**src/rtl/sysex_pkg.sv**
```systemverilog
// ----------------------------------------------------------------------------
// sysex_pkg
// Shared constants and types for the system-exclusive 7-to-8 bit unpacker.
// ----------------------------------------------------------------------------
package sysex_pkg;

    localparam logic [7:0] START_BYTE   = 8'hF0;
    localparam logic [7:0] END_BYTE     = 8'hF7;
    localparam int         HEADER_BYTES = 6;
    localparam int         CHUNK_BITS   = 7;
    localparam int         GROUP_IN     = 8;
    localparam int         GROUP_OUT    = 7;
    localparam int         GROUP_BITS   = GROUP_IN * CHUNK_BITS;

    localparam logic [7:0]  POS_MFR_HI  = 8'd1;
    localparam logic [7:0]  POS_MFR_MID = 8'd2;
    localparam logic [7:0]  POS_MFR_LO  = 8'd3;
    localparam logic [7:0]  POS_COMMAND = 8'd5;
    localparam logic [7:0]  POS_DATA    = 8'(HEADER_BYTES);
    localparam logic [7:0]  POS_MAX     = 8'd255;

    localparam logic [23:0] MFR_ID_RESET   = 24'h00000E;
    localparam logic [6:0]  COMMAND_RESET  = 7'h03;
    localparam logic [7:0]  MAX_DATA_RESET = 8'd232;

    typedef enum logic [1:0] {
        CFG_MFR_ID   = 2'd0,
        CFG_COMMAND  = 2'd1,
        CFG_MAX_DATA = 2'd2
    } cfg_idx_t;

endpackage

```
**src/rtl/sysex_seven_to_eight_unpack.sv**
```systemverilog
// ----------------------------------------------------------------------------
// sysex_seven_to_eight_unpack
// Unpacks 7-bit system-exclusive payload bytes into packed 8-bit bytes.
// ----------------------------------------------------------------------------
// Input channel (in_valid / in_stall / in_byte) takes one stream byte per
// item. A message ends at 0xF7. After a six byte header (0xF0, three
// manufacturer id bytes, one ignored byte, command byte) the low seven bits
// of data bytes are kept if the header matched, up to the data limit; every
// eighth kept byte completes a group and yields seven output items
// (out_valid / out_stall / out_byte), the seventh marked by last_of_group.
// Partial groups are dropped at 0xF7. Throughput is one input byte per cycle
// unless stalled. A byte is held in an input register and processed from
// there; a completed group is loaded into a 56-bit output shift register and
// drained one byte per cycle unless the receiver stalls, the first item
// offered once the completing byte is processed. The stream runs without
// gaps. When the receiver stalls, the input is stalled only when a byte that
// completes a group meets an output register still holding bytes of the
// previous group. Reset (rst_n low, asynchronous) clears the message state
// and drops any buffered output; configuration registers return to id
// 0x00000E, command 0x03 and a data limit of 232 bytes.
// ----------------------------------------------------------------------------
module sysex_seven_to_eight_unpack (
    input  logic        clk,
    input  logic        rst_n,
    input  logic        in_valid,
    output logic        in_stall,
    input  logic [7:0]  in_byte,
    output logic        out_valid,
    input  logic        out_stall,
    output logic [7:0]  out_byte,
    output logic        last_of_group,
    input  logic        cfg_wr_en,
    input  logic [1:0]  cfg_index,
    input  logic [23:0] cfg_data
);

    localparam int ACC_BITS = sysex_pkg::GROUP_BITS - sysex_pkg::CHUNK_BITS;

    // configuration
    logic [23:0] mfr_id_reg;
    logic [6:0]  command_reg;
    logic [7:0]  max_data_reg;

    // input register
    logic        in_valid_reg;
    logic [7:0]  in_byte_reg;

    // message state
    logic [7:0]          pos_reg, pos_next;
    logic                hdr_good_reg, hdr_good_next;
    logic [ACC_BITS-1:0] acc_reg, acc_next;
    logic [2:0]          fill_reg, fill_next;
    logic [7:0]          taken_reg, taken_next;

    // output shift register
    logic [sysex_pkg::GROUP_BITS-1:0] obuf_reg, obuf_next;
    logic [2:0]                       ocnt_reg, ocnt_next;

    logic                             group_done;
    logic [sysex_pkg::GROUP_BITS-1:0] group_bits;
    logic                             proc_go;
    logic                             in_accept;
    logic                             out_accept;
    logic [7:0]                       mfr_expect;

    assign out_valid     = (ocnt_reg != 3'd0);
    assign out_byte      = obuf_reg[sysex_pkg::GROUP_BITS-1 -: 8];
    assign last_of_group = (ocnt_reg == 3'd1);
    assign out_accept    = out_valid && !out_stall;

    assign group_bits = {acc_reg, in_byte_reg[6:0]};

    always_comb
    begin
        case (pos_reg)
            sysex_pkg::POS_MFR_HI:  mfr_expect = mfr_id_reg[23:16];
            sysex_pkg::POS_MFR_MID: mfr_expect = mfr_id_reg[15:8];
            default:                mfr_expect = mfr_id_reg[7:0];
        endcase
    end

    always_comb
    begin
        pos_next      = pos_reg;
        hdr_good_next = hdr_good_reg;
        acc_next      = acc_reg;
        fill_next     = fill_reg;
        taken_next    = taken_reg;
        group_done    = 1'b0;

        if (in_byte_reg == sysex_pkg::END_BYTE)
        begin
            pos_next      = '0;
            hdr_good_next = 1'b1;
            acc_next      = '0;
            fill_next     = '0;
            taken_next    = '0;
        end
        else
        begin
            if (pos_reg == 8'd0)
            begin
                hdr_good_next = (in_byte_reg == sysex_pkg::START_BYTE);
            end
            else if (pos_reg == sysex_pkg::POS_MFR_HI || pos_reg == sysex_pkg::POS_MFR_MID
                     || pos_reg == sysex_pkg::POS_MFR_LO)
            begin
                if (in_byte_reg != mfr_expect)
                    hdr_good_next = 1'b0;
            end
            else if (pos_reg == sysex_pkg::POS_COMMAND)
            begin
                if (in_byte_reg != {1'b0, command_reg})
                    hdr_good_next = 1'b0;
            end
            else if (pos_reg >= sysex_pkg::POS_DATA)
            begin
                if (hdr_good_reg && taken_reg < max_data_reg)
                begin
                    taken_next = taken_reg + 8'd1;
                    if (fill_reg == 3'(sysex_pkg::GROUP_IN - 1))
                    begin
                        group_done = 1'b1;
                        acc_next   = '0;
                        fill_next  = '0;
                    end
                    else
                    begin
                        acc_next  = group_bits[ACC_BITS-1:0];
                        fill_next = fill_reg + 3'd1;
                    end
                end
            end

            if (pos_reg != sysex_pkg::POS_MAX)
                pos_next = pos_reg + 8'd1;
        end
    end

    // A completing byte waits only while the output register is still busy.
    assign proc_go   = !group_done || (ocnt_reg == 3'd0)
                       || (ocnt_reg == 3'd1 && out_accept);
    assign in_stall  = in_valid_reg && !proc_go;
    assign in_accept = in_valid && !in_stall;

    always_comb
    begin
        obuf_next = obuf_reg;
        ocnt_next = ocnt_reg;
        if (out_accept)
        begin
            obuf_next = {obuf_reg[sysex_pkg::GROUP_BITS-9:0], 8'd0};
            ocnt_next = ocnt_reg - 3'd1;
        end
        if (in_valid_reg && proc_go && group_done)
        begin
            obuf_next = group_bits;
            ocnt_next = 3'(sysex_pkg::GROUP_OUT);
        end
    end

    always_ff @(posedge clk or negedge rst_n)
    begin
        if (!rst_n)
        begin
            mfr_id_reg   <= sysex_pkg::MFR_ID_RESET;
            command_reg  <= sysex_pkg::COMMAND_RESET;
            max_data_reg <= sysex_pkg::MAX_DATA_RESET;
        end
        else if (cfg_wr_en)
        begin
            case (cfg_index)
                sysex_pkg::CFG_MFR_ID:   mfr_id_reg   <= cfg_data;
                sysex_pkg::CFG_COMMAND:  command_reg  <= cfg_data[6:0];
                sysex_pkg::CFG_MAX_DATA: max_data_reg <= cfg_data[7:0];
                default:                 ;
            endcase
        end
    end

    always_ff @(posedge clk or negedge rst_n)
    begin
        if (!rst_n)
        begin
            in_valid_reg <= 1'b0;
            pos_reg      <= '0;
            hdr_good_reg <= 1'b1;
            acc_reg      <= '0;
            fill_reg     <= '0;
            taken_reg    <= '0;
            ocnt_reg     <= '0;
        end
        else
        begin
            if (in_accept)
                in_valid_reg <= 1'b1;
            else if (proc_go)
                in_valid_reg <= 1'b0;

            if (in_valid_reg && proc_go)
            begin
                pos_reg      <= pos_next;
                hdr_good_reg <= hdr_good_next;
                acc_reg      <= acc_next;
                fill_reg     <= fill_next;
                taken_reg    <= taken_next;
            end

            ocnt_reg <= ocnt_next;
        end
    end

    always_ff @(posedge clk)
    begin
        if (in_accept)
            in_byte_reg <= in_byte;
        obuf_reg <= obuf_next;
    end

endmodule
```
**config.mk**
```make
export PLATFORM = sky130hd
export DESIGN_NAME = sysex_seven_to_eight_unpack
export DESIGN_NICKNAME = d
export VERILOG_FILES = /design/src/rtl/sysex_pkg.sv /design/src/rtl/sysex_seven_to_eight_unpack.sv
export SDC_FILE = /design/constraint.sdc
export NUM_CORES = 1
export LEC_CHECK = 0
export ABC_AREA = 1
export BUFFER_PORTS_ARGS = -buffer_cell sky130_fd_sc_hd__buf_2
export CAP_MARGIN = 20
export CELL_PAD_IN_SITES_DETAIL_PLACEMENT = 0
export CELL_PAD_IN_SITES_GLOBAL_PLACEMENT = 1
export CORE_MARGIN = 2
export CORE_UTILIZATION = 25
export DETAILED_ROUTE_END_ITERATION = 16
export GPL_TIMING_DRIVEN = 1
export PLACE_DENSITY_LB_ADDON = 0.1
export SYNTH_ARGS = -nofsm -noshare
export SYNTH_HDL_FRONTEND = slang
export SYNTH_SLANG_ARGS = --single-unit
```
**constraint.sdc**
```tcl
create_clock -name clk -period 9.4 [get_ports clk]
set_clock_uncertainty 0.15 [all_clocks]
set_input_delay 0.47 -clock clk [delete_from_list [all_inputs] [get_ports clk]]
set_output_delay 0.47 -clock clk [all_outputs]
set_load 0.02 [all_outputs]
```
=== Word level (Yosys, flattened, before mapping) ===
Cells that the tools add are included.

* Logic and storage cells: 109
* Register bits after elaboration: 176

* Reductions and logical operators: 32
* Order comparisons: 2
* Multiplexer cells: 42
* $add $sub $neg: 4
* Equality and inequality tests: 17

{| class="wikitable"
|+ Operators by type and width
! cell !! number
|-
| 49-bit 2-to-1 mux || 7
|-
| 56-bit 2-to-1 mux || 2
|-
| 8-bit 2-to-1 mux || 8
|-
| 3-bit 2-to-1 mux || 9
|-
| 8-bit by 1-bit adder with 8-bit output, second input constant || 2
|-
| 8-bit by 2-bit == test with 1-bit output, second input constant || 2
|-
| 8-bit == test, second input constant || 2
|-
| 8-bit one-hot mux with 2 select lines || 1
|-
| 1-bit 2-to-1 mux || 15
|-
| 2-bit nonzero test || 5
|-
| 8-bit by 1-bit == test with 1-bit output, second input constant || 1
|-
| 8-bit by 3-bit == test with 1-bit output, second input constant || 1
|-
| 8-bit by 3-bit >= comparator with 1-bit output, second input constant || 1
|-
| 8-bit logical NOT || 1
|-
| 8-bit less-than comparator || 1
|-
| 8-bit by 7-bit != test with 1-bit output || 1
|-
| 8-bit != test || 1
|-
| 8-bit != test, second input constant || 1
|-
| 2-bit AND reduction || 4
|-
| 4-bit nonzero test || 2
|-
| 1-bit logical AND || 7
|-
| 2-bit != test, second input constant || 3
|-
| 6-bit AND reduction || 1
|-
| 1-bit logical NOT || 4
|-
| 12 further kinds || 15
|}

=== Depth between registers and ports, before layout ===
Gate-level depths: netlist (run 1).

* Depth in word-level cells: 16
* Depth in mapped cells: 17
* Mapped depth without buffers: 17

=== Least setup slack after synthesis (run 1) ===
No wires, ideal clock.

* Path kind: reg-to-reg
* From: register max_data_reg[5]
* To: register obuf_reg[0] (netlist bit) (enable)
* Buffers on the path: 2
* Setup time: 639 ps
* Stages on the path, launching flop included: 14
* Clock period less this slack: 3,744 ps
* Arrival time: 2,954 ps
* Slack: 5,656 ps
* Cells stage by stage: dfstp_2 > inv_1 > ha_1 > a21oi_1 > nor2_1 > nor2_1 > a21boi_2 > nand4_2 > nand2_2 > inv_2 > nand3_4 > buf_8 > buf_4 > nand2_1

* Word-level cells in the longest chain between the ends: 14

{| class="wikitable"
|+ Ends and longest elaborated chain
! element !! RTL line !! RTL
|-
| from (decl) || sysex_seven_to_eight_unpack.sv:42 || <nowiki>logic [7:0] max_data_reg;</nowiki>
|-
| from (signal assigned) || sysex_seven_to_eight_unpack.sv:168 || <nowiki>max_data_reg <= sysex_pkg::MAX_DATA_RESET;</nowiki>
|-
| from (signal assigned) || sysex_seven_to_eight_unpack.sv:175 || <nowiki>sysex_pkg::CFG_MAX_DATA: max_data_reg <= cfg_data[7:0];</nowiki>
|-
| 8-bit less-than comparator (*) || sysex_seven_to_eight_unpack.sv:118 || <nowiki>if (hdr_good_reg && taken_reg < max_data_reg)</nowiki>
|-
| 1-bit logical AND (*) || sysex_seven_to_eight_unpack.sv:118 ||
|-
| 1-bit 2-to-1 mux (*) || sysex_seven_to_eight_unpack.sv:118 ||
|-
| 1-bit 2-to-1 mux (*) || sysex_seven_to_eight_unpack.sv:116 || <nowiki>else if (pos_reg >= sysex_pkg::POS_DATA)</nowiki>
|-
| 1-bit 2-to-1 mux (*) || sysex_seven_to_eight_unpack.sv:111 || <nowiki>else if (pos_reg == sysex_pkg::POS_COMMAND)</nowiki>
|-
| 1-bit 2-to-1 mux (*) || sysex_seven_to_eight_unpack.sv:105 || <nowiki>else if (pos_reg == sysex_pkg::POS_MFR_HI || pos_reg == sysex_pkg::POS_MFR_MID</nowiki>
|-
| 1-bit 2-to-1 mux (*) || sysex_seven_to_eight_unpack.sv:101 || <nowiki>if (pos_reg == 8'd0)</nowiki>
|-
| 1-bit 2-to-1 mux (*) || sysex_seven_to_eight_unpack.sv:91 || <nowiki>if (in_byte_reg == sysex_pkg::END_BYTE)</nowiki>
|-
| 1-bit logical NOT || sysex_seven_to_eight_unpack.sv:141 || <nowiki>assign proc_go = !group_done || (ocnt_reg == 3'd0)</nowiki>
|-
| 1-bit logical OR || sysex_seven_to_eight_unpack.sv:141 ||
|-
| 1-bit logical OR || sysex_seven_to_eight_unpack.sv:142 || <nowiki>|| (ocnt_reg == 3'd1 && out_accept);</nowiki>
|-
| 1-bit logical AND || sysex_seven_to_eight_unpack.sv:155 || <nowiki>if (in_valid_reg && proc_go && group_done)</nowiki>
|-
| 1-bit logical AND (*) || sysex_seven_to_eight_unpack.sv:155 ||
|-
| 2-bit nonzero test (no line) (*) || - ||
|-
| to (signal assigned) || sysex_seven_to_eight_unpack.sv:217 || <nowiki>obuf_reg <= obuf_next;</nowiki>
|-
| to (decl) || sysex_seven_to_eight_unpack.sv:56 || <nowiki>logic [sysex_pkg::GROUP_BITS-1:0] obuf_reg, obuf_next;</nowiki>
|}

Mark *: on every way between the ends. The rest lies on a longest branch, timed or not.
A chain may end at the register's enable or synchronous reset.

=== Worst setup path after layout (run 1) ===
* From: register pos_reg[6]
* To: register obuf_reg[47] (netlist bit) (enable)

* Word-level cells in the longest chain between the ends: 12
* Elaborated cells between the ends (all ways): 19
* Those cells by class: order compare (1); eq/ne (4); mux (5); reduce/logical (9)

{| class="wikitable"
|+ Ends and longest elaborated chain
! element !! RTL line !! RTL
|-
| from (decl) || sysex_seven_to_eight_unpack.sv:49 || <nowiki>logic [7:0] pos_reg, pos_next;</nowiki>
|-
| from (signal assigned) || sysex_seven_to_eight_unpack.sv:202 || <nowiki>pos_reg <= pos_next;</nowiki>
|-
| 8-bit by 3-bit >= comparator with 1-bit output (tied with other cells) || sysex_seven_to_eight_unpack.sv:116 ||
|-
| 1-bit 2-to-1 mux or 1-bit logical OR (tied branches) || sysex_seven_to_eight_unpack.sv:116, sysex_seven_to_eight_unpack.sv:105 ||
|-
| 1-bit 2-to-1 mux or 1-bit logical OR (tied branches) || sysex_seven_to_eight_unpack.sv:111, sysex_seven_to_eight_unpack.sv:106 ||
|-
| 1-bit 2-to-1 mux || sysex_seven_to_eight_unpack.sv:105 ||
|-
| 1-bit 2-to-1 mux (*) || sysex_seven_to_eight_unpack.sv:101 ||
|-
| 1-bit 2-to-1 mux (*) || sysex_seven_to_eight_unpack.sv:91 ||
|-
| 1-bit logical NOT || sysex_seven_to_eight_unpack.sv:141 ||
|-
| 1-bit logical OR || sysex_seven_to_eight_unpack.sv:141 ||
|-
| 1-bit logical OR || sysex_seven_to_eight_unpack.sv:142 ||
|-
| 1-bit logical AND || sysex_seven_to_eight_unpack.sv:155 ||
|-
| 1-bit logical AND (*) || sysex_seven_to_eight_unpack.sv:155 ||
|-
| 2-bit nonzero test (no line) (*) || - ||
|}

Marks and branches as above.

==> results of run 1 <==
==> power breakdown <==
part	switching, mW	leakage [nW]	internal, mW
Combinational	0.223	2.21	0.113
Clock	0.324	0.296	0.414
Sequential	0.0655	1.66	0.897
Total	0.613	4.17	1.42
==> metal layers <==
layer,vias up,share of wire [%]
met5,-,0
met4,0,0.99
met3,15,2.6
met2,79,48
met1,2709,48
li1,2886,-
==> cells in the final DEF (no fill, tap or decap), types with 2 or more instances in the layout <==
| master | netlist | routed |
|---|---|---|
| o21ai_1 | 27 | 27 |
| nand2_4 | 11 | 11 |
| nor2_1 | 27 | 27 |
| buf_2 | 9 | 48 |
| nor3_1 | 7 | 7 |
| inv_2 | 7 | 7 |
| inv_1 | 109 | 109 |
| clkinv_2 | 0 | 2 |
| nand2_1 | 142 | 141 |
| nor2_2 | 3 | 3 |
| or2_2 | 2 | 2 |
| nand4_1 | 12 | 12 |
| clkinvlp_4 | 0 | 2 |
| ha_1 | 17 | 17 |
| buf_4 | 15 | 7 |
| a31oi_1 | 2 | 2 |
| dfrtp_1 | 102 | 102 |
| nand3_1 | 96 | 96 |
| nand2_2 | 3 | 4 |
| o21ai_2 | 10 | 10 |
| clkbuf_8 | 0 | 2 |
| nor3_2 | 2 | 2 |
| dfstp_2 | 10 | 10 |
| mux2_2 | 15 | 15 |
| a211oi_1 | 3 | 3 |
| xor2_1 | 12 | 12 |
| inv_4 | 0 | 3 |
| clkbuf_16 | 0 | 19 |
| edfxtp_1 | 64 | 64 |
| a21oi_1 | 5 | 5 |
| o21ai_0 | 104 | 104 |
==> metrics by stage <==
stage | cell area, um^2 | worst slack (ns) | util (%)
2_1_floorplan | 8300 | 5.66 | -
3_3_place_gp | 8860 | 5.32 | 27.2
3_5_place_dp | 8860 | 5.26 | 27.2
4_1_cts | 9480 | 5.22 | 29.0
5_1_grt | 9480 | 4.91 | 29.0
6_report | 9480 | 5.33 | 29.0
==> final timing paths <==
path	start	end	slack (ns)	cells past startpoint
max	pos_reg[6]$_DFFE_PN0P_	obuf_reg[47]$_DFFE_PP_	5.33	12
min	in_byte[0]	in_byte_reg[0]$_DFFE_PP_	0.06	1
max reg2reg	pos_reg[6]$_DFFE_PN0P_	obuf_reg[47]$_DFFE_PP_	5.33	12
min reg2reg	hdr_good_reg$_DFFE_PN1P_	hdr_good_reg$_DFFE_PN1P_	0.33	2
max in group asynchronous	rst_n	acc_reg[35]$_DFFE_PN0P_	7.26	3
min in group asynchronous	rst_n	mfr_id_reg[10]$_DFFE_PN0P_	0.49	2
==> worst max-delay path, stage by stage (launching register included) <==
cell and delay (ns):
dfrtp_1 0.43, inv_2 0.07, nand2_1 0.06, nor2_2 0.76
nand2_1 0.12, a31oi_1 0.34, nor3_4 0.08, nand4_2 0.12
nand2_2 0.11, inv_2 0.09, nand3_4 0.49, nand2_2 0.19
buf_4 0.65
==> cell type report <==
class                      instances  area [um^2]  area share [%]
sequential                       176         4740            50.0
multi-input combinational        514         2850            30.0
tap                              442          553            5.84
clock buffer                      22          507            5.35
inverter                         116          435            4.60
timing repair buffer              56          303            3.20
clock inverter                    10         93.8           0.990
==> kinds of logic (layout without fill, tap and decap cells) <==
family,Yosys count,after routing,share of synthesized area [%]
compound gates,156,156,10.2
xor+xnor,12,12,1.27
simple gates,314,314,18.2
fa+ha+maj,17,17,2.56
flops,176,176,57.1
buf+inv,162,204,8.63
mux,15,15,2.04
==> summary.md, run 1 <==
| Metric | Value |
|---|---|
| Drt wl/cell | 14.9 um |
| Yosys Warn Count | 0 |
| Worst-Margin Slew | 0.983 ns |
| Number of flip-flops in the largest register | 56 |
| Post-CTS Hold Buffers | 1 |
| Top post-synthesis cells by area | dfrtp_1 (31%), edfxtp_1 (23%), nand2_1 (6.4%), o21ai_0 (6.3%), nand3_1 (5.8%) |
| Synth cell types | 46 |
| Synthesized instance count | 852 |
| Die Height | 186 um |
| Slew margin rel. | 34.4% |
| Pwr/cell area | between 200 and 250 nW/um^2 |
| CTS tree | yes |
| Final setup viols | 0 |
| CP Capture Type | flop |
| CORE AREA | 32600 um^2 |
| Final-report hold violation count | 0 |
| Min-delay worst type | in -> reg |
| Maximum number of pins on one net before global-route repair | 99 |
| P_leak | 4.17 nW |
| Maximum clock insertion buffer count | 2 |
| Cells after DPL | 1303 |
| Required time of the critical path | 9.31 ns |
| Synth cell count leaders | nand2_1 (142), inv_1 (109), o21ai_0 (104) |
| DR vias/cell | 4.26 |
| Initial antenna violation count | 0 |
| Worst EP arrival | approximately 4.0 ns |
| DRT Pass-1 Iters | 5 |
| CTS Buf Count | 17 |
| Hold_ws | 0.0589 ns |
| Synth Register Bits | 176 |
| Post-synth top area cell | dfrtp_1 |
| Worst-Skew Late Latency | 0.44 ns |
| Final non-filler cell total | 1336 |
| Peak supply drop | 137 uV |
| Final GP Congestion | 0.715 |
| CTS clk-pin slew, worst paths | 0.07 ns |
| Die X-Extent | 186 um |
| Area grow syn2layout | 14.2% |
| Number of synthesized flops with an enable pin | 64 |
| Port Buffers | 49 |
| Power Total | 2.04 mW |
| Outcome | completed |
| DRT iter0 DRCs | about 360 |
| Count leader, synth | nand2_1 |
| DR vias | 5689 |
| Diodes inserted | 0 |
| Number of max-cap violations | 0 |
| Type of origin of the critical path | flop |
| Most common flop cell mapped by yosys | dfrtp_1 |
| Clock sinks | 176 |
| H-tree Lvls | 4 |
| Worst Path Class, Setup | reg -> reg |
| Clk root buf | clkbuf_16 |
| Netlist Area Pre-Place | 8300 um^2 |
| Fill count | 3473 |
| Routed wire length | roughly 20000 um |
| Post-synth ARST share | 63.6% |
| Number of nets in the finished design | 937 |
| TNS Setup | 0 ns |
| Crit share post-route | 43.3% |
| Avg Cell Area, Syn | 9.74 um^2 |
| Initial Util | 25.4% |
| Grt met1 use | 16.3% |
| Fmax | ~250 MHz |
| Max FO, Critical Path | 65 |
| Met3 GRT Util | 2.34% |
| Fraction of layout cells with a size suffix above 1 | 17.4% |
| Die area | 34700 um^2 |
| Number of global-route vias before repair | 5601 |
| Post-CTS sizing | 0 |
| Final Max Tran Viols | 0 |
| RSZ-0062 raised after global routing | false |
| Global-route wire length before repair | roughly 32000 um |
| # DRC | 0 |
| Cell Rows | 66 |
| Sequential fraction of the synthesis area | between 50% and 60% |
| Synthesized netlist net count | 908 |
| GRT Residual Overflow | 0 |
| GRT busiest layer | met2 |
| Synth top area share | 30.8% |
| Crit path time final | 4.07 ns |
| HPWL after detailed placement | 12600 um |
| Postcts setup bufs | 0 |
| Ports | 50 |
| GR Util All Layers | between 10% and 20% |
| Met2 Use GR | 19.6% |
| DRT antenna net count | 0 |
Power figures use the tool's default switching activity.
==> run 2, diff against run 1 <==
Clock period 9.4 ns to 3.7 ns, I/O delays scaled along.
==> summary.md, run 2 (synthesized netlist as in run 1, its figures left out) <==
| Metric | Value |
|---|---|
| Outcome | completed (unchanged) |
| Commonest non-fill, non-tap cell in the layout | nand2_1 (unchanged) |
| Cell Rows | 66 (unchanged) |
| Type of origin of the critical path | flop (unchanged) |
| DR vias/cell | 4.19 (was 4.26) |
| DRT iter0 DRCs | 270 (was 364) |
| Crit path time final | 3.00 ns (was 4.07 ns) |
| Die Height | 186 um (unchanged) |
| CTS clk-pin slew, worst paths | 0.07 ns (about the same) |
| RSZ-0062 raised after global routing | false (unchanged) |
| GR Util All Layers | 12.8% (was 12.0%) |
| Worst-Skew Late Latency | 0.44 ns (about the same) |
| Die X-Extent | 186 um (unchanged) |
| Postcts setup bufs | 0 (unchanged) |
| Port Buffers | 49 (unchanged) |
| Clock power frac | 33.9% (was 36.2%) |
| Clk root buf | clkbuf_16 (unchanged) |
| GRT Residual Overflow | 0 (unchanged) |
| Final setup viols | 0 (unchanged) |
| Comb pwr share | 18.1% (was 16.5%) |
| DRT Pass-1 Iters | 4 (was 5) |
| Area of the multi-input gates | 2850 um^2 (unchanged) |
| Ports | 50 (unchanged) |
| CTS tree | yes (unchanged) |
| CORE AREA | 32600 um^2 (unchanged) |
| Min-delay worst type | in -> reg (unchanged) |
| Die area | 34700 um^2 (unchanged) |
| CP Capture Type | flop (unchanged) |
| Global-route wire length before repair | 33500 um (was 31600 um) |
| Commonest cells after routing, fill and taps aside | nand2_1 (141), inv_1 (109), o21ai_0 (104) (unchanged) |
| Pwr/cell area | 518 nW/um^2 (was 215 nW/um^2) |
| Final GP Congestion | 0.719 (was 0.715) |
| Post-CTS sizing | 0 (unchanged) |
| # DRC | 0 (unchanged) |
| Final non-filler cell total | 1375 (was 1336) |
| Cells after DPL | 1308 (was 1303) |
| Peak supply drop | 345 uV (was 137 uV) |
| Routed wire length | 20600 um (was 19800 um) |
| Post-CTS Hold Buffers | 35 (was 1) |
| Psw | 1.57 mW (was 0.613 mW) |
| Fill count | 3448 (was 3473) |
| Worst Path Class, Setup | reg -> reg (unchanged) |
| P_leak | 4.33 nW (was 4.17 nW) |
| H-tree Lvls | 4 (unchanged) |
| Diodes inserted | 0 (unchanged) |
| Initial antenna violation count | 0 (unchanged) |
| Sequential cell area | 4740 um^2 (unchanged) |
| CTS Buf Count | 17 (unchanged) |
| Final Max Tran Viols | 0 (unchanged) |
| TNS Setup | 0 ns (unchanged) |
| Seq pwr share | 47.9% (was 47.3%) |
| Worst-Margin Slew | 0.817 ns (was 0.983 ns) |
| Drt wl/cell | 15.0 um (was 14.9 um) |
| Crit share post-route | 81.1% (was 43.3%) |
| Worst EP arrival | 3.01 ns (was 3.98 ns) |
| Number of flip-flops in the largest register | 56 (unchanged) |
| Max FO, Critical Path | 107 (was 65) |
| Slew margin rel. | 45.5% (was 34.4%) |
| Fmax | 333 MHz (was 246 MHz) |
| Required time of the critical path | 3.71 ns (was 9.31 ns) |
| Final-report hold violation count | 0 (unchanged) |
| DR vias | 5765 (was 5689) |
| Area grow syn2layout | 19.0% (was 14.2%) |
| HPWL after detailed placement | 12900 um (was 12600 um) |
| Switching share of total power | 30.7% (was 30.1%) |
| Fraction of layout cells with a size suffix above 1 | 17.1% (was 17.4%) |
| Clock sinks | 176 (unchanged) |
| Number of global-route vias before repair | 5914 (was 5601) |
| DRT antenna net count | 0 (unchanged) |
| Cell-internal power | 3.55 mW (was 1.42 mW) |
| Initial Util | 25.4% (unchanged) |
| Number of nets in the finished design | 976 (was 937) |
| Number of max-cap violations | 0 (unchanged) |
| Power Total | 5.12 mW (was 2.04 mW) |
| Maximum clock insertion buffer count | 2 (unchanged) |
| Maximum number of pins on one net before global-route repair | 108 (was 99) |
## run 2: cell types whose count changed in the layout (fill, tap and decap cells not counted), moves of 2 or more
cell	before	now
clkinv_4	0	4
buf_12	0	5
inv_4	3	0
clkbuf_16	19	17
dlygate4sd3_1	1	35
## run 2: layout make-up
| type | instances | share of cell area [%] |
|---|---|---|
| tap | 442 | 5.60 |
| clock buffer | 22 | 4.80 |
| clock inverter | 10 | 0.811 |
| inverter | 116 | 4.41 |
| sequential | 176 | 48.0 |
| multi-input combinational | 514 | 28.8 |
| timing repair buffer | 95 | 7.53 |
## run 2: routing by layer
metal,GRT usage [%],routed length [um],vias to the layer above
met5,0,0,-
met4,3.91,244,0
met3,2.80,568,14
met2,20.9,9970,73
met1,17.0,9840,2725
li1,-,-,2953
## run 2: final timing paths
path                                                    to  cells after the start                        start  slack (ns)
max in group asynchronous          acc_reg[47]$_DFFE_PN0P_                      3                        rst_n        2.36
worst min-delay path             mfr_id_reg[1]$_DFFE_PN1P_                      5                    cfg_wr_en        0.18
worst max-delay path                obuf_reg[26]$_DFFE_PP_                     11  max_data_reg[3]$_DFFE_PN1P_        0.70
min in group asynchronous       mfr_id_reg[12]$_DFFE_PN0P_                      2                        rst_n        0.21
worst max register to register      obuf_reg[26]$_DFFE_PP_                     11  max_data_reg[3]$_DFFE_PN1P_        0.70
worst min register to register    hdr_good_reg$_DFFE_PN1P_                      2     hdr_good_reg$_DFFE_PN1P_        0.32
## run 2: through the flow
stage          utilization (%)  cell area (um^2)  hold slack (ns)  setup slack [ns]
6_report                  30.3              9870            0.175             0.699
5_1_grt                   30.3              9870            0.207             0.437
4_1_cts                   30.3              9870            0.159             0.687
3_5_place_dp              27.5              8960            0.190             0.738
3_3_place_gp              27.5              8960            0.189             0.788
2_1_floorplan                -              8300           -0.261             0.526
## run 2: power groups by stage
stage	Sequential [mW]	Clock, mW	Combinational, mW
floorplan	2.44	0	0.637
CTS	2.46	1.82	0.947
global route	2.49	1.89	1.08
finish	2.45	1.73	0.928
detailed placement	2.49	0	0.911
global placement	2.49	0	0.918
## run 2: worst max-delay path: stages, from the launching register on
cell,delay [ns]
dfstp_2,0.53
inv_1,0.04
ha_1,0.29
a21oi_1,0.15
o21ai_0,0.12
a21boi_2,0.27
nand4_2,0.21
nand2_2,0.16
inv_2,0.07
nand3_4,0.07
buf_12,0.43
o21ai_0,0.16
==> run 3, diff against run 2 <==
Settings changed: ABC_AREA 1 to 0.
Clock period 3.7 ns to 2.8 ns, I/O delays scaled along.
==> summary.md, run 3 <==
| Metric | Value |
|---|---|
| CP bufs+invs | 3 (unchanged) |
| DR vias/cell | 4.49 (was 4.19) |
| Synthesized instance count | 566 (was 852) |
| Port Buffers | 49 (unchanged) |
| Sequential fraction of the synthesis area | 59.5% (was 57.1%) |
| Dpl cell area | 9260 um^2 (was 8960 um^2) |
| Worst-Skew Late Latency | 0.44 ns (about the same) |
| Final worst slack | -0.238 ns (was 0.699 ns) |
| Final GP Congestion | 0.740 (was 0.719) |
| Sequential cell area | 4740 um^2 (unchanged) |
| Fmax | 329 MHz (was 333 MHz) |
| Fill count | 3080 (was 3448) |
| Worst Path Class, Setup | reg -> reg (unchanged) |
| GRT busiest layer | met2 (unchanged) |
| Worst EP arrival | 3.02 ns (was 3.01 ns) |
| CTS Buf Count | 17 (unchanged) |
| Largest family of logic cells by synthesized area | multiplexers (was simple AND/OR/NAND/NOR gates) |
| CP endpoint | obuf_reg[16]$_DFFE_PP_ (was obuf_reg[26]$_DFFE_PP_) |
| Crit share post-route | 109% (was 81.1%) |
| Synth top area share | 32.1% (was 30.8%) |
| Area fraction in compound gates after synthesis | 10.2% (about the same) |
| XOR/XNOR Fraction of Synth Area | 1.76% (was 1.27%) |
| GR Util All Layers | 12.3% (was 12.8%) |
| Avg Cell Area, Syn | 14.1 um^2 (was 9.74 um^2) |
| Maximum number of pins on one net before global-route repair | 68 (was 108) |
| CTS clk-pin slew, worst paths | 0.07 ns (about the same) |
| H-tree Lvls | 4 (unchanged) |
| Pre-CTS setup slack | -0.453 ns (was 0.738 ns) |
| Critical Path Max Stage Delay | 0.54 ns (was 0.53 ns) |
| Maximum clock insertion buffer count | 2 (unchanged) |
| Synthesized netlist net count | 622 (was 908) |
| Slew margin rel. | 38.7% (was 45.5%) |
| Mux cell area share after synthesis | 15.0% (was 2.04%) |
| HPWL after detailed placement | 13200 um (was 12900 um) |
| Critical Path Start | max_data_reg[5]$_DFFE_PN1P_ (was max_data_reg[3]$_DFFE_PN1P_) |
| Worst path most repeated cell | buf_12 (was o21ai_0) |
| Count leader, synth | dfrtp_1 (was nand2_1) |
| CP Capture Type | flop (unchanged) |
| Drt wl/cell | 17.2 um (was 15.0 um) |
| # DRC | 0 (unchanged) |
| Die X-Extent | 182 um (was 186 um) |
| Routed wire length | 19700 um (was 20600 um) |
| WP depth | 10 (was 11) |
| Final Max Tran Viols | 0 (unchanged) |
| FF-to-FF path depth | 10 (was 11) |
| Util after Layout | 33.8% (was 30.3%) |
| Initial antenna violation count | 0 (unchanged) |
| Worst path slowest cell | dfstp_2 (unchanged) |
| Worst reg2reg startpoint | max_data_reg[5]$_DFFE_PN1P_ (was max_data_reg[3]$_DFFE_PN1P_) |
| Met3 GRT Util | 2.35% (was 2.80%) |
| Top post-synthesis cells by area | dfrtp_1 (32%), edfxtp_1 (24%), mux2_2 (7.8%), mux2_4 (6.6%), a22o_1 (6.4%) (was dfrtp_1 (31%), edfxtp_1 (23%), nand2_1 (6.4%), o21ai_0 (6.3%), nand3_1 (5.8%)) |
| Number of synthesized flops with an enable pin | 64 (unchanged) |
| Number of nets in the finished design | 783 (was 976) |
| Commonest non-fill, non-tap cell in the layout | dfrtp_1 (was nand2_1) |
| Failing checks | negative setup slack |
| Number of global-route vias before repair | 5328 (was 5914) |
| Max FO, Critical Path | 18 (was 107) |
| Fraction of layout cells with a size suffix above 1 | 40.8% (was 17.1%) |
| DRT Pass-1 Iters | 7 (was 4) |
| FF-to-FF End | obuf_reg[16]$_DFFE_PP_ (was obuf_reg[26]$_DFFE_PP_) |
| Pwr/cell area | 948 nW/um^2 (was 518 nW/um^2) |
| Design area | 10600 um^2 (was 9870 um^2) |
| Post-synth ARST share | 63.6% (unchanged) |
| Number of flip-flops in the largest register | 56 (unchanged) |
| Grt met1 use | 17.0% (about the same) |
| Die Height | 182 um (was 186 um) |
| Cell Rows | 65 (was 66) |
| Commonest cells after routing, fill and taps aside | dfrtp_1 (102), buf_4 (68), edfxtp_1 (64) (was nand2_1 (141), inv_1 (109), o21ai_0 (104)) |
| Hold_ws | 0.172 ns (was 0.175 ns) |
| FF-to-FF setup slack | -0.24 ns (was 0.70 ns) |
| Number of max-cap violations | 0 (unchanged) |
| Crit path cell chain | inv_2, ha_4, a211o_1, o211ai_1, nand4b_1, or4b_4, or2_4, buf_12, nand2_8, buf_12 (was inv_1, ha_1, a21oi_1, o21ai_0, a21boi_2, nand4_2, nand2_2, inv_2, nand3_4, buf_12, o21ai_0) |
| Adder-Cell Fraction of Synth Area | 2.67% (was 2.56%) |
| Initial Util | 25.3% (was 25.4%) |
| CTS tree | yes (unchanged) |
| Required time of the critical path | 2.78 ns (was 3.71 ns) |
| Clock sinks | 176 (unchanged) |
| Type of origin of the critical path | flop (unchanged) |
| DRT antenna net count | 0 (unchanged) |
| Worst-Margin Slew | 0.920 ns (was 0.817 ns) |
| Synth Register Bits | 176 (unchanged) |
| Min-delay worst type | in -> reg (unchanged) |
| Synth cell types | 47 (was 46) |
| Met2 Use GR | 19.2% (was 20.9%) |
| Ports | 50 (unchanged) |
| Clk root buf | clkbuf_16 (unchanged) |
| Final setup viols | 164 (was 0) |
| Global-route wire length before repair | 31100 um (was 33500 um) |
| Most common flop cell mapped by yosys | dfrtp_1 (unchanged) |
| Post-synth top area cell | dfrtp_1 (unchanged) |
| Yosys Warn Count | 0 (unchanged) |
| Die area | 33300 um^2 (was 34700 um^2) |
| P_leak | 4.60 nW (was 4.33 nW) |
| DR vias | 5128 (was 5765) |
| Peak supply drop | 387 uV (was 345 uV) |
| Simple-Gate Fraction of Synth Area | 7.31% (was 18.2%) |
| Final-report hold violation count | 0 (unchanged) |
| Largest delay contributor family on the critical path | simple AND/OR/NAND/NOR gates (was compound AO/OA/AOI/OAI gates) |
| RSZ-0062 raised after global routing | true (was false) |
| Area grow syn2layout | 33.7% (was 19.0%) |
| DRT iter0 DRCs | 206 (was 270) |
| Synth cell count leaders | dfrtp_1 (102), edfxtp_1 (64), a22o_1 (58) (was nand2_1 (142), inv_1 (109), o21ai_0 (104)) |
| CORE AREA | 31500 um^2 (was 32600 um^2) |
| Netlist Area Pre-Place | 7960 um^2 (was 8300 um^2) |
| GRT Residual Overflow | 0 (unchanged) |
| Area of the multi-input gates | 3120 um^2 (was 2850 um^2) |
| Outcome | finished with violations (was completed) |
| Crit path time final | 3.04 ns (was 3.00 ns) |
-- run 3: changes by cell type in the layout (fill, tap and decap cells not counted), moves of 10 or more --
cell / previous run / this run
o21ai_1: 27 / 1
buf_4: 7 / 68
nand2_4: 11 / 0
nor2_1: 27 / 14
o21ai_2: 10 / 0
mux2_2: 15 / 47
nand2_1: 141 / 17
mux2_4: 0 / 43
a22o_1: 0 / 58
o21ai_0: 104 / 6
inv_1: 109 / 18
nand3_1: 96 / 5
-- run 3: report_power, final --
part           leakage (nW)  internal, mW  switching, mW
Combinational          2.31          1.98           1.58
Clock                 0.287          1.34           1.09
Sequential             2.00          3.56          0.539
Total                  4.60          6.88           3.21
-- run 3: routing by layer --
layer  vias up  share of wire, %
met5         -                 0
li1       2444                 -
met2        82                46
met3        27               2.6
met1      2575                50
met4         0               1.8
-- run 3: worst min-delay path, stage by stage --
cell,delay (ns)
buf_2,0.08
nand2b_1,0.36
o211ai_1,0.13
-- run 3: per-stage QoR --
step	total power [mW]	std cells	setup TNS, ns
floorplan	5.85	566	-31.52
global placement	7.08	1061	-46.34
detailed placement	7.12	1061	-60.38
CTS	10.1	1139	-32.75
global route	10.7	1142	-41.25
finish	10.1	1143	-28.08
-- run 3: cells by family after synthesis --
logic type | after synthesis
adder cells (fa/ha/maj) | 17
AO/OA/AOI/OAI | 104
XOR/XNOR | 16
buffers and inverters | 55
multiplexers | 95
flip-flops | 176
AND/OR/NAND/NOR | 103
-- run 3: worst min-delay path by stage --
stage | startpoint | end | slack (ns) | depth (start not counted)
2_1_floorplan | rst_n | acc_reg[0]$_DFFE_PN0P_ | -0.31 | 0
3_3_place_gp | in_byte[7] | in_byte_reg[7]$_DFFE_PP_ | 0.17 | 1
3_5_place_dp | in_byte[1] | in_byte_reg[1]$_DFFE_PP_ | 0.17 | 1
4_1_cts | out_stall | ocnt_reg[1]$_DFFE_PN0P_ | 0.18 | 3
5_1_grt | out_stall | ocnt_reg[1]$_DFFE_PN0P_ | 0.21 | 3
6_report | out_stall | ocnt_reg[1]$_DFFE_PN0P_ | 0.17 | 3
-- run 3: area by class of cell --
cell class / count / share of cell area, %
inverter: 21 / 0.741
sequential: 176 / 44.5
clock buffer: 17 / 4.00
antenna: 1 / 0.0235
multi-input combinational: 335 / 29.3
clock inverter: 15 / 1.63
tap: 402 / 4.73
timing repair buffer: 176 / 15.1
-- run 3: timing repair --
action	CTS	global route
endpoints found under the setup margin	182	175
endpoints found under the hold margin	102	0
pin swaps	32	37
gates cloned	5	3
resized for setup	38	22
buffers inserted	12	2
hold buffers	34	0
